--- src/hdl/mtg_pkg.sv ---
package mtg_pkg;

    // state geometry
    localparam int STATE_WORDS  = 624;
    localparam int SHIFT_OFFSET = 397;
    localparam int IDX_W        = $clog2(STATE_WORDS);

    // twist, tempering and seeding constants
    localparam logic [31:0] TWIST_MATRIX = 32'h9908_B0DF;
    localparam logic [31:0] TEMPER_B     = 32'h9D2C_5680;
    localparam logic [31:0] TEMPER_C     = 32'hEFC6_0000;
    localparam logic [31:0] SEED_MULT    = 32'd69069;
    localparam logic [31:0] DEFAULT_SEED = 32'd4357;
    localparam logic [31:0] UPPER_MASK   = 32'h8000_0000;
    localparam logic [31:0] LOWER_MASK   = 32'h7FFF_FFFF;

    typedef logic [IDX_W-1:0] idx_t;
    typedef logic [31:0]      word_t;

    // write request into the state memory
    typedef struct packed {
        logic  en;
        idx_t  addr;
        word_t data;
    } ram_wr_t;

endpackage

--- src/hdl/mtg_twist_temper.sv ---
module mtg_twist_temper (
    input  mtg_pkg::word_t cur_word,
    input  mtg_pkg::word_t next_word,
    input  mtg_pkg::word_t far_word,
    output mtg_pkg::word_t twisted_word,
    output mtg_pkg::word_t tempered_word
);
    import mtg_pkg::*;

    word_t y;
    word_t t0;
    word_t t1;
    word_t t2;

    always_comb
    begin
        y            = (cur_word & UPPER_MASK) | (next_word & LOWER_MASK);
        twisted_word = far_word ^ (y >> 1) ^ (y[0] ? TWIST_MATRIX : '0);
        // tempering
        t0            = twisted_word ^ (twisted_word >> 11);
        t1            = t0 ^ ((t0 << 7) & TEMPER_B);
        t2            = t1 ^ ((t1 << 15) & TEMPER_C);
        tempered_word = t2 ^ (t2 >> 18);
    end

endmodule

--- config.mk ---
export PLATFORM = sky130hd
export DESIGN_NAME = mtg_twist_temper
export DESIGN_NICKNAME = d
export VERILOG_FILES = /design/src/hdl/mtg_pkg.sv /design/src/hdl/mtg_twist_temper.sv
export SDC_FILE = /design/constraint.sdc
export NUM_CORES = 1
export LEC_CHECK = 0
export BUFFER_PORTS_ARGS = -buffer_cell sky130_fd_sc_hd__buf_2
export CORE_UTILIZATION = 30
export DETAILED_ROUTE_END_ITERATION = 8
export GPL_TIMING_DRIVEN = 0
export PLACE_DENSITY = 0.84
export SYNTH_ARGS = -nofsm -noshare
export SYNTH_HDL_FRONTEND = slang
export SYNTH_SLANG_ARGS = --single-unit
--- constraint.sdc ---
create_clock -name vclk -period 5.76
set_input_delay 0.864 -clock vclk [all_inputs]
set_output_delay 0.864 -clock vclk [all_outputs]
set_load 0.01 [all_outputs]
==> flow_summary_export.csv <==
group,metric,value,unit
timing,setup_violations,0,
timing,grt_setup_unrepaired,"false",
place,place.gp.congestion,0.7424,
floorplanning,start_util,31.44,%
routing,wirelength,2991,um
power,peakVddDrop,0.1539,mV
floorplanning,dieArea,4089,sq um
global_routing,gr-total-overflow,0,
setup_path,crit_type,"input port to primary output",
clock_network,postCtsSetupBuffers,0,
routing,ant_nets,0,
setup_path,critical_path_peak_fanout,4,
clock_network,holdBufCountCts,0,
routing,vias,1171,
logic_synthesis,synth_compound_area_share,0,%
cells_and_area,n_antenna_cell,0,
cells_and_area,syn_to_final_growth,60.43,%
cells_and_area,n_clock_buffer,0,
floorplanning,dieHeight,63.95,um
power,p_leak,1.007,nW
timing,slew_viol_final,0,
cells_and_area,finalNonFillerCells,287,
place,placed_cells,287,
logic_synthesis,yosys.area_share.simple,0,%
logic_synthesis,synth_adder_area_share,0,%
timing,fmax,291.2,MHz
routing,drt_pass1_iterations,4,
logic_synthesis,synth.mux.area_fraction,0,%
setup_path,cp_cell_sequence,"buf_2 > xnor2_1 > xor3_1 > xnor2_2 > xnor3_1 > buf_2",
setup_path,critPathLaunchType,"input port",
timing,fin_setup_tns,0,ns
power,power_density,291.2,nW/um^2
global_routing,antenna_found_initial,0,
outcome,status,"finished clean",
floorplanning,dieWidth,63.95,um
global_routing,grtUsageTotal,13.74,%
clock_network,cts_resized,0,
global_routing,grt_pass1_vias,1099,
timing,min_period,3.434,ns
global_routing,grt_pass1_wl,4581,um
setup_path,crit_arrival,2.57,ns
logic_synthesis,synth_xor_area_share,95.98,%
setup_path,cpMaxStageDelayCell,"xor3_1",
run,drv_cap,0,
routing,vias_per_cell,4.080,
floorplanning,num_io_pins,160,
place,dpl_cell_area,1847,sq um
routing,avgRoutedWirePerCell,10.42,um
setup_path,required,4.90,ns
setup_path,cp-end-kind,"primary output",
floorplanning,coreArea,3661,sq um
worst_hold_path,min-delay-path-class,"input port to primary output",
setup_path,slowest_delay,0.48,ns
global_routing,grt_max_degree,11,
place,hpwl,2722,um
routing,met3_length,237,um
place,io_buffers,127,
cells_and_area,final_layout_size_suffix_gt1_share,56.90,%
cells_and_area,fin_area,1847,sq um
routing,top_layer_used,"met3",
timing,period_share,59.62,%
setup_path,cp_common_cell,"buf_2",
logic_synthesis,syn_nets,208,
logic_synthesis,ys_seq_area_share,0,%
cells_and_area,final_common_cell,"buf_2",
routing,wl_met1,1104,um
timing,relSlewSlack,66.19,%
logic_synthesis,syn-instance-count,112,
logic_synthesis,netlist_area,1151,sq um
cells_and_area,final_nets,337,
cells_and_area,nFlopsAndLatches,0,
timing,hold_viol,0,
timing,tightest_slew,0.5035,ns
logic_synthesis,syn_avg_cell_area,10.28,sq um
cells_and_area,final_cell_mix,"buf_2 (128), xnor2_1 (53), xor2_1 (34)",
logic_synthesis,ys_warn_count,0,
logic_synthesis,synth_top_family_by_area,"XOR/XNOR gates",
routing,first_iter_violations,7,
floorplanning,fp-row-count,22,
routing,wl_met2,1650,um
logic_synthesis,ys_types,12,
cells_and_area,seqCellArea,0,sq um
timing,hold_ws,2.028,ns
routing,drc,0,
-- stage by stage --
step           worst slack [ns]  power (mW)  utilization (%)
6_report                  2.326      0.5377            50.44
5_1_grt                   2.232      0.5821            50.44
4_1_cts                   2.308      0.5457            50.44
3_5_place_dp              2.311      0.5430            50.44
3_3_place_gp              2.353      0.5361            50.44
2_1_floorplan             2.571      0.3478                -
-- cells in the mapped netlist --
cell type	n	share of area [%]
xnor3_1	7	14
xor2_2	1	1.4
xor2_1	34	26
xnor2_2	1	1.4
xnor3_2	1	2.1
inv_1	8	2.6
xor2_4	2	4.8
xor3_1	1	2.1
xnor2_1	53	40
buf_2	1	0.43
buf_6	1	0.98
xor3_2	2	4.3
-- where the power goes --
| group | internal [mW] | switching (mW) | leakage, nW |
|---|---|---|---|
| clock | 0 | 0 | 0 |
| sequential | 0 | 0 | 0 |
| combinational | 0.268 | 0.270 | 1.01 |
-- final timing paths --
kind,startpoint,to,cells after the start
setup / recovery,next_word[12],tempered_word[0],6
hold / removal,far_word[5],twisted_word[5],3
-- routing by layer --
metal | track usage [%] | vias up
li1 | - | 591
met1 | 14.46 | 511
met2 | 30.32 | 69
met3 | 0.7143 | 0
met4 | 0 | 0
met5 | 0 | -
-- layout make-up --
class / instances / area (sq um)
plain buffers: 2 / 16.27
fillers: 364 / 1814
inverters: 8 / 30.03
multi-input cells: 102 / 1105
well taps: 48 / 60.06
repair buffers: 127 / 635.6
-- cell families after synthesis --
family                 after synthesis
buffers and inverters               10
XOR/XNOR                           102
-- worst max-delay path, delay by kind of cell --
| family | cells | cell delay, ns |
|---|---|---|
| XOR/XNOR | 4 | 1.46 |
| buffers and inverters | 2 | 0.25 |
Note: power is estimated with default switching activity, not from simulation.
